$ cat config.mk
export PLATFORM = sky130hd
export DESIGN_NAME = three_channel_moving_average
export DESIGN_NICKNAME = d
export VERILOG_FILES = /design/src/rtl/tcma_pkg.sv /design/src/rtl/tcma_cell.sv /design/src/rtl/tcma_div.sv /design/src/rtl/three_channel_moving_average.sv
export SDC_FILE = /design/constraint.sdc
export NUM_CORES = 2
export LEC_CHECK = 0
export ABC_CLOCK_PERIOD_IN_PS = 23700
export BUFFER_PORTS_ARGS = -buffer_cell sky130_fd_sc_hd__buf_2
export CORE_ASPECT_RATIO = 0.5
export CORE_UTILIZATION = 55
export CTS_BUF_LIST = sky130_fd_sc_hd__clkbuf_8
export DETAILED_ROUTE_END_ITERATION = 8
export PLACE_DENSITY = 0.72
export SYNTH_ARGS = -nofsm -noshare
export SYNTH_HDL_FRONTEND = slang
export SYNTH_HIERARCHICAL = 1
export SYNTH_SLANG_ARGS = --single-unit
$ cat constraint.sdc
create_clock -name clk_i -period 23.7 [get_ports clk_i]
set_input_delay 1.185 -clock clk_i [delete_from_list [all_inputs] [get_ports clk_i]]
set_output_delay 1.185 -clock clk_i [all_outputs]
set_load 0.01 [all_outputs]
$ cat src/rtl/tcma_pkg.sv
// Shared constants, types and control structs of the three-channel moving average.
`timescale 1ns / 1ps
package tcma_pkg;

  // Window length, channel count and field widths.
  localparam int Window   = 10;
  localparam int Channels = 3;
  localparam int SampleW  = 16;

  // An exact window sum needs the sample width plus the bits of the window length.
  localparam int SumW  = SampleW + $clog2(Window);
  localparam int ProdW = 2 * SumW;
  // A quotient magnitude reaches 32768, one bit beyond the sample width.
  localparam int QuotW = SampleW + 1;

  // Reciprocal of the window length scaled by 2^SumW, used for constant division.
  localparam logic [SumW-1:0] Recip = SumW'((64'd1 << SumW) / Window);

  // Bounds of a window sum, used by the checks.
  localparam logic signed [SumW-1:0] SumMin = SumW'(-32768 * Window);
  localparam logic signed [SumW-1:0] SumMax = SumW'(32767 * Window);

  typedef logic [Channels-1:0][SampleW-1:0] sample_t;
  typedef logic [SumW-1:0]                  sum_t;

  // Load strobes for the two divider stages.
  typedef struct packed {
    logic load_mul;
    logic load_out;
  } div_ctrl_t;

endpackage

$ cat src/rtl/tcma_cell.sv
// One window cell: holds one three-channel sample and hands it to its neighbor.
`timescale 1ns / 1ps
module tcma_cell (
  input  logic             clk_i,
  input  logic             rst_ni,
  input  logic             shift_i,
  input  tcma_pkg::sample_t sample_i,
  output tcma_pkg::sample_t sample_o
);
  import tcma_pkg::*;

  sample_t sample_q;
  sample_t sample_d;

  always_comb begin
    sample_d = shift_i ? sample_i : sample_q;
  end

  // The window starts out as all zeros.
  always_ff @(posedge clk_i or negedge rst_ni) begin
    if (!rst_ni) begin
      sample_q <= '0;
    end else begin
      sample_q <= sample_d;
    end
  end

  assign sample_o = sample_q;

endmodule

$ cat src/rtl/tcma_div.sv
// Two-stage signed division of a window sum by the window length, truncating toward zero.
`timescale 1ns / 1ps
module tcma_div (
  input  logic                       clk_i,
  input  tcma_pkg::div_ctrl_t        ctrl_i,
  input  tcma_pkg::sum_t             sum_i,
  output logic [tcma_pkg::SampleW-1:0] avg_o
);
  import tcma_pkg::*;

  logic             neg_q, neg_d;
  logic [SumW-1:0]  abs_q, abs_d;
  logic [ProdW-1:0] prod_q, prod_d;
  logic [SampleW-1:0] avg_q, avg_d;

  logic [QuotW-1:0] q_est;
  logic [QuotW-1:0] q_fix;
  logic [SumW-1:0]  rem;

  // Stage one: magnitude and reciprocal product.
  always_comb begin
    neg_d  = sum_i[SumW-1];
    abs_d  = neg_d ? (~sum_i + SumW'(1)) : sum_i;
    prod_d = ProdW'(abs_d) * ProdW'(Recip);
  end

  // Stage two: the estimate is low by at most one, so one compare fixes it.
  // The back-multiplied estimate reaches a full window sum, so it is formed
  // at the sum width.
  always_comb begin
    q_est = QuotW'(prod_q[ProdW-1:SumW]);
    rem   = abs_q - SumW'(q_est) * SumW'(Window);
    q_fix = (rem >= SumW'(Window)) ? (q_est + QuotW'(1)) : q_est;
    avg_d = neg_q ? SampleW'(~q_fix + QuotW'(1)) : SampleW'(q_fix);
  end

  always_ff @(posedge clk_i) begin
    if (ctrl_i.load_mul) begin
      neg_q  <= neg_d;
      abs_q  <= abs_d;
      prod_q <= prod_d;
    end
    if (ctrl_i.load_out) begin
      avg_q <= avg_d;
    end
  end

  assign avg_o = avg_q;

endmodule

$ cat src/rtl/three_channel_moving_average.sv
// Top level of the three-channel boxcar moving average with a chain of window cells.
// An accepted item passes the running-sum register, the divider product register and the divider output register.
// Throughput: one item per cycle while the receiver keeps taking results, set by the running-sum update.
// The output divider is a two-stage pipeline: reciprocal multiply, then correction.
// Reset clears the window cells, running sums and all stage valid flags at once.
// After reset the early averages include the zeros still held in the window.
`timescale 1ns / 1ps
module three_channel_moving_average (
  input  logic                       clk_i,
  input  logic                       rst_ni,
  input  logic                       in_valid_i,
  output logic                       in_ready_o,
  input  logic signed [15:0]         sample_ch0_i,
  input  logic signed [15:0]         sample_ch1_i,
  input  logic signed [15:0]         sample_ch2_i,
  output logic                       out_valid_o,
  input  logic                       out_ready_i,
  output logic signed [15:0]         average_ch0_o,
  output logic signed [15:0]         average_ch1_o,
  output logic signed [15:0]         average_ch2_o
);
  import tcma_pkg::*;

  // The window is a shift chain of Window cells. Cell zero takes the newest
  // item and the last cell holds the oldest one, which drops out when the
  // next item is shifted in. This is the same as a ring with a write pointer,
  // since the slot that a ring overwrites is always its oldest.
  sample_t chain [Window+1];
  sample_t new_sample;
  logic    accept;

  assign new_sample = {sample_ch2_i, sample_ch1_i, sample_ch0_i};
  assign chain[0]   = new_sample;

  for (genvar k = 0; k < Window; k++) begin : g_cell
    tcma_cell u_cell (
      .clk_i    (clk_i),
      .rst_ni   (rst_ni),
      .shift_i  (accept),
      .sample_i (chain[k]),
      .sample_o (chain[k+1])
    );
  end

  // Pipeline flow control. Each stage can take new data when it is empty or
  // when the stage after it is moving, so an item can enter while a finished
  // result still waits at the output.
  logic v1_q, v1_d;
  logic v2_q, v2_d;
  logic v3_q, v3_d;
  logic rdy1, rdy2, rdy3;
  div_ctrl_t div_ctrl;

  always_comb begin
    rdy3 = !v3_q || out_ready_i;
    rdy2 = !v2_q || rdy3;
    rdy1 = !v1_q || rdy2;
    accept = in_valid_i && rdy1;
    v1_d = rdy1 ? in_valid_i : v1_q;
    v2_d = rdy2 ? v1_q : v2_q;
    v3_d = rdy3 ? v2_q : v3_q;
    div_ctrl.load_mul = rdy2 && v1_q;
    div_ctrl.load_out = rdy3 && v2_q;
  end

  always_ff @(posedge clk_i or negedge rst_ni) begin
    if (!rst_ni) begin
      v1_q <= 1'b0;
      v2_q <= 1'b0;
      v3_q <= 1'b0;
    end else begin
      v1_q <= v1_d;
      v2_q <= v2_d;
      v3_q <= v3_d;
    end
  end

  // Running sums: add the newest sample and take away the one leaving the
  // window. The sums are wide enough that they never wrap. The sum register
  // doubles as the payload of the first pipeline stage, because it only
  // changes when an item is accepted into that stage.
  logic [Channels-1:0][SumW-1:0] sum_q, sum_d;
  sample_t oldest;

  assign oldest = chain[Window];

  always_comb begin
    for (int c = 0; c < Channels; c++) begin
      sum_d[c] = sum_q[c];
      if (accept) begin
        sum_d[c] = sum_q[c]
                 + {{(SumW-SampleW){new_sample[c][SampleW-1]}}, new_sample[c]}
                 - {{(SumW-SampleW){oldest[c][SampleW-1]}}, oldest[c]};
      end
    end
  end

  always_ff @(posedge clk_i or negedge rst_ni) begin
    if (!rst_ni) begin
      sum_q <= '0;
    end else begin
      sum_q <= sum_d;
    end
  end

  // One divider per channel; all three share the same stage strobes.
  logic [Channels-1:0][SampleW-1:0] avg;

  for (genvar c = 0; c < Channels; c++) begin : g_div
    tcma_div u_div (
      .clk_i  (clk_i),
      .ctrl_i (div_ctrl),
      .sum_i  (sum_q[c]),
      .avg_o  (avg[c])
    );
  end

  assign in_ready_o    = rdy1;
  assign out_valid_o   = v3_q;
  assign average_ch0_o = avg[0];
  assign average_ch1_o = avg[1];
  assign average_ch2_o = avg[2];

`ifndef SYNTHESIS
  // Input is held off only when every stage holds an item.
  a_full_only: assert property (@(posedge clk_i) disable iff (!rst_ni)
    !in_ready_o |-> (v1_q && v2_q && v3_q))
    else $error("input stalled while a pipeline stage is empty");

  // An item in the first stage moves on whenever the next stage can take it.
  a_advance: assert property (@(posedge clk_i) disable iff (!rst_ni)
    (v1_q && rdy2) |=> v2_q)
    else $error("item lost between sum stage and multiply stage");

  // The sums change only when an item is accepted.
  a_sum_hold: assert property (@(posedge clk_i) disable iff (!rst_ni)
    !accept |=> $stable(sum_q))
    else $error("running sums changed without an accepted item");

  // Each running sum stays within the range of a full window.
  a_sum_range: assert property (@(posedge clk_i) disable iff (!rst_ni)
    ($signed(sum_q[0]) >= SumMin) && ($signed(sum_q[0]) <= SumMax)
    && ($signed(sum_q[1]) >= SumMin) && ($signed(sum_q[1]) <= SumMax)
    && ($signed(sum_q[2]) >= SumMin) && ($signed(sum_q[2]) <= SumMax))
    else $error("running sum out of window range");
`endif

endmodule

# ---- Word-level counts from Yosys, hierarchy flattened
# Cells that the tools add are included.
dict set report totals {
  register_bits 765
  in_bits 52
  out_inout_bits 50
  word_cells 99
}
dict set report classes {
  addsub 18
  multipliers 6
  order_cmp 3
  muxes 9
  bitwise_logic 6
  n_reduce_logical 9
}
# operator count
set op_table {}
lappend op_table {{20-bit subtractor} 6}
lappend op_table {{20-bit by 17-bit multiplier with 37-bit output, second input constant} 3}
lappend op_table {{16-bit by 1-bit adder with 16-bit output, second input constant} 6}
lappend op_table {{16-bit two-way mux} 6}
lappend op_table {{20-bit by 1-bit adder with 20-bit output, second input constant} 3}
lappend op_table {{20-bit adder} 3}
lappend op_table {{20-bit by 4-bit greater-or-equal comparator with 1-bit output, second input constant} 3}
lappend op_table {{20-bit two-way mux} 3}
lappend op_table {{20-bit inverter} 3}
lappend op_table {{17-bit by 3-bit multiplier with 19-bit output, second input constant} 3}
lappend op_table {{16-bit inverter} 3}
lappend op_table {{1-bit logical AND} 3}
lappend op_table {{1-bit zero test} 3}
lappend op_table {{1-bit logical OR} 3}

# ---- Logic depth before layout (Yosys ltp)
dict set report logic_depth {
  depth_word 7
  depth_mapped 34
  ltp_nobuf 33
}

# ---- By module
# The synthesis kept the hierarchy.
# mod n_inst cells_each area_each_um2 seq_area_each_um2
set by_module_without_submodules {}
lappend by_module_without_submodules {tcma_cell 10 101 1860.5 1201.2}
lappend by_module_without_submodules {{tcma_div at g_div[2].u_div} 1 1065 10357.4 1591.5}
lappend by_module_without_submodules {{tcma_div at g_div[0].u_div} 1 1028 10087.2 1591.5}
lappend by_module_without_submodules {{tcma_div at g_div[1].u_div} 1 1026 10070.9 1591.5}
lappend by_module_without_submodules {three_channel_moving_average 1 835 6872.8 1576.5}

# ---- Worst setup path after synthesis
# OpenSTA, ideal clock, no wires.
dict set report synth_path {
  path_type {register to register}
  start {register sum_q[25] (netlist bit)}
  end {register g_div[1].u_div.prod_q[36], data pin}
  setup_time_ns 0.260
  arrival_ns 7.909
  required_ns 23.440
  setup_slack_ns 15.532
  path_stages_with_launch 25
  n_path_buf 0
  synth_period_minus_slack_ns 8.168
  path_cell_list {dfrtp_1 > or4_1 > or4_1 > or2_2 > or4_1 > or4b_2 > inv_1 > ha_1 > ha_1 > fa_1 > fa_1 > inv_1 > fa_1 > fa_1 > inv_1 > ha_1 > a21o_1 > a21o_1 > a41oi_1 > a41oi_1 > a21o_1 > a211oi_1 > a21oi_1 > a21oi_1 > xnor2_1}
}
dict set report synth_via {
  elab_chain_len 4
}
# item line
set synth_rtl {}
lappend synth_rtl {{start, declared} three_channel_moving_average.sv:82} ;# logic [Channels-1:0][SumW-1:0] sum_q, sum_d;
lappend synth_rtl {{start signal, assigned} three_channel_moving_average.sv:102} ;# sum_q <= sum_d;
lappend synth_rtl {{20-bit inverter} tcma_div.sv:23} ;# abs_d = neg_d ? (~sum_i + SumW'(1)) : sum_i;
lappend synth_rtl {{20-bit by 1-bit adder with 20-bit output} tcma_div.sv:23}
lappend synth_rtl {{20-bit two-way mux} tcma_div.sv:23}
lappend synth_rtl {{named net g_div[1].u_div.abs_d[19]} tcma_div.sv:12} ;# logic [SumW-1:0] abs_q, abs_d;
lappend synth_rtl {{20-bit by 17-bit multiplier with 37-bit output} tcma_div.sv:24} ;# prod_d = ProdW'(abs_d) * ProdW'(Recip);
lappend synth_rtl {{named net g_div[1].u_div.prod_d[36]} tcma_div.sv:13} ;# logic [ProdW-1:0] prod_q, prod_d;
lappend synth_rtl {{end signal, assigned} tcma_div.sv:41} ;# prod_q <= prod_d;
lappend synth_rtl {{end, declared} tcma_div.sv:13}
# The timed path passes the listed nets, and every way through them passes these cells.
# A chain may end at the register's enable or synchronous reset.

# ---- Final worst setup path
# Same ends and word-level chain as after synthesis.

==> flow_summary_export.csv <==
group,metric,value,unit
layout,finalNetCount,6175,
setup_path,worstSetupPathType,"flip-flop to flip-flop",
clocking,post-cts-setup-buffers,0,
grt,grt_max_degree,184,
logic_synthesis,synth_edf_count,159,
setup_path,required,24.23,ns
hold_path,hp-class,"input port to asynchronous set/reset pin",
route,ant_nets,0,
die,fp.dieH,228,µm
setup_path,worst_path_most_repeated_cell,"fa_1",
logic_synthesis,synth_top_family_by_area,"adder cells",
timing,relSlewSlack,24.0,%
route,drc_errors,0,
logic_synthesis,yosysTopAreaCellShare,24.3,%
logic_synthesis,synthFlopType,"dfrtp_1",
logic_synthesis,syn_nets,6057,
timing,max_freq,110,MHz
route,drtIter0Drc,2253,
logic_synthesis,synth.area.top_cells,"dfrtp_1 24%, ha_1 15%, fa_1 14%, edfxtp_1 8.5%, inv_1 5.8%",
clocking,clockBufferDepth,3,
setup_path,end_kind,"flip-flop",
logic_synthesis,synth.avg_cell_area,11.3,µm²
logic_synthesis,synth_compound_area_share,9.01,%
timing,post-route-period-util,38.2,%
grt,grt_pass1_wl,198000,µm
layout,num-fill-cells,8219,
clocking,cts_made_buffers,104,
setup_path,slowest_stage,"or4b_2",
grt,grt_overflow_total,0,
timing,rsz0062_at_grt,"no",
layout,utilization,59.8,%
status,outcome,"finished clean",
clocking,clk_latency,0.84,ns
timing,worst_slew_pin_slew,1.13,ns
timing,setup-violations-final,0,
clocking,postCtsResizedCells,0,
route,wire_per_inst,18.9,µm
die,die_w,453,µm
flow_run,cap_violations,0,
logic_synthesis,synth_xor_area_share,4.70,%
placed_design,gp_congestion,0.915,
logic_synthesis,synth.area.mux_share,11.5,%
clocking,clock-sinks,702,
clocking,cts_root_buffer,"clkbuf_8",
logic_synthesis,ys_ff_latch,702,
setup_path,startpoint_type,"flip-flop",
logic_synthesis,synth_cells,4964,
logic_synthesis,ys_warn_count,6,
clocking,clk_pin_slew,0.06,ns
setup_path,cp_top_family,"adder cells",
die,die-area,103000,µm²
route,dr.pass1.iters,5,
layout,drive_above_1_share,16.8,%
setup_path,crit_buf_inv,3,
setup_path,crit_chain,"or4_1 -> or4_1 -> or2_2 -> or4_1 -> or4b_2 -> inv_1 -> ha_1 -> ha_1 -> fa_1 -> fa_1 -> inv_1 -> fa_1 -> fa_1 -> inv_1 -> ha_1 -> a21o_1 -> a21o_1 -> a41oi_1 -> a41oi_1 -> a21o_1 -> a211oi_1 -> a21oi_1 -> a21oi_1 -> xnor2_1",
grt,grt_pass1_vias,36600,
setup_path,crit_arrival,9.59,ns
grt,antenna_found_initial,4,
timing,hold_violations,0,
die,start_util,55.7,%
die,core_region_area,101000,µm²
logic_synthesis,synthSimpleGateAreaFrac,6.43,%
logic_synthesis,synth_cell_type_count,122,
clocking,hold_buffers,0,
timing,skew,0.0691,ns
die,placementRows,82,
grt,grt_use_total,24.4,%
timing,drv_slew,0,
placed_design,hpwl,97800,µm
route,vias,35800,
clocking,htreeDepth,3,
setup_path,max_stage_delay,0.73,ns
die,ios,102,
route,wirelength,123000,µm
setup_path,path_max_fanout,7,
route,viasPerCell,5.50,
logic_synthesis,yosysTopAreaCell,"dfrtp_1",
logic_synthesis,synth_area,56000,µm²
layout,syn2layout_area_growth,7.42,%
timing,setup_tns,0,ns
timing,period_minus_slack,9.06,ns
logic_synthesis,seq_area_frac_synth,32.8,%
logic_synthesis,yosys.area_share.adder,28.5,%
logic_synthesis,async_reset_ff_share,77.4,%
placed_design,io_buffers,101,
clocking,cts_tree,"built",
layout make-up:
type                       instances  area [µm²]  area share, %
tap                             1344        1680           2.80
antenna                            5        12.5         0.0208
timing repair buffer             118         681           1.13
inverter                         869        3270           5.44
clock inverter                    62         694           1.15
sequential                       702       18400           30.5
multi-input combinational       3287       33700           56.0
clock buffer                     129        1780           2.95
stage by stage:
| step | cell area, µm² | instances | setup slack [ns] | hold slack, ns |
|---|---|---|---|---|
| after floorplan | 56000 | 4964 | 15.53 | 0.449 |
| after global placement | 57700 | 6319 | 14.92 | 0.470 |
| after detailed placement | 57700 | 6319 | 14.72 | 0.488 |
| after CTS | 60100 | 6510 | 14.65 | 0.321 |
| after global routing | 60100 | 6515 | 14.20 | 0.343 |
| final | 60100 | 6516 | 14.64 | 0.341 |
flip-flops by register name, summed over array words and instances (netlist names):
name,flops
g_cell.u_cell/sample_o,480
g_div.u_div/abs_q,57
v2_q,1
out_valid_o,1
sum_q,60
g_div.u_div/neg_q,3
g_div.u_div/avg_o,48
v1_q,1
g_div.u_div/prod_q,51
Yosys cell counts (all sizes together) (22+ instances only):
cell type  instances
o31ai             40
nor3              60
nand4             32
and3              32
inv              869
buf               66
o21bai            28
nand2            210
nand2b            37
clkbuf            39
o21a              33
edfxtp           159
dfrtp            543
or3               27
ha               654
xnor2            195
nand3             51
a211oi            32
a21o              72
nor2             138
a31oi             24
a21oi            177
mux2i             22
o21ai            175
xor2             104
fa               387
nor2b             24
mux2             487
metal layers:
metal	track usage, %	wire, µm	up-vias
met5	0	0	-
met2	36.1	52200	685
li1	-	-	17200
met1	37.7	63000	17800
met4	4.87	1810	0
met3	3.74	6350	137
cells in the final DEF, fill, tap and decap left out, types with 28 or more instances in the layout:
cell type / n
a21oi_1: 174
nor3_1: 57
ha_1: 654
buf_2: 100
o31ai_1: 33
nor2_1: 136
o21a_1: 33
nand3_1: 50
nand2b_1: 36
and3_1: 28
xnor2_1: 194
clkbuf_8: 129
o21bai_1: 28
dfrtp_1: 543
inv_1: 889
mux2_2: 287
mux2_4: 200
a21o_1: 70
xor2_1: 103
fa_1: 387
edfxtp_1: 159
o21ai_0: 164
nand4_1: 31
nand2_1: 206
kinds of logic after synthesis:
kind of cell,count (synthesis)
AO/OA/AOI/OAI,733
buffers and inverters,975
AND/OR/NAND/NOR,705
XOR/XNOR,299
adder cells (fa/ha/maj),1041
multiplexers,509
flip-flops,702
final timing paths:
check                                                 to  cells past startpoint  slack, ns                     startpoint
hold reg to reg            g_cell[7].u_cell/sample_o[24]                      1       0.48  g_cell[6].u_cell/sample_o[24]
max in group asynchronous   g_cell[3].u_cell/sample_o[4]                      4      20.32                         rst_ni
min in group clk_i         g_cell[7].u_cell/sample_o[24]                      1       0.48  g_cell[6].u_cell/sample_o[24]
setup / recovery               g_div[1].u_div/prod_q[36]                     24      14.64                      sum_q[25]
setup reg to reg               g_div[1].u_div/prod_q[36]                     24      14.64                      sum_q[25]
hold / removal             g_cell[3].u_cell/sample_o[42]                      1       0.34                         rst_ni
Power is left out: the tool's default activity adds up to more than one toggle a clock period on the data nets, which glitch-free logic cannot reach.
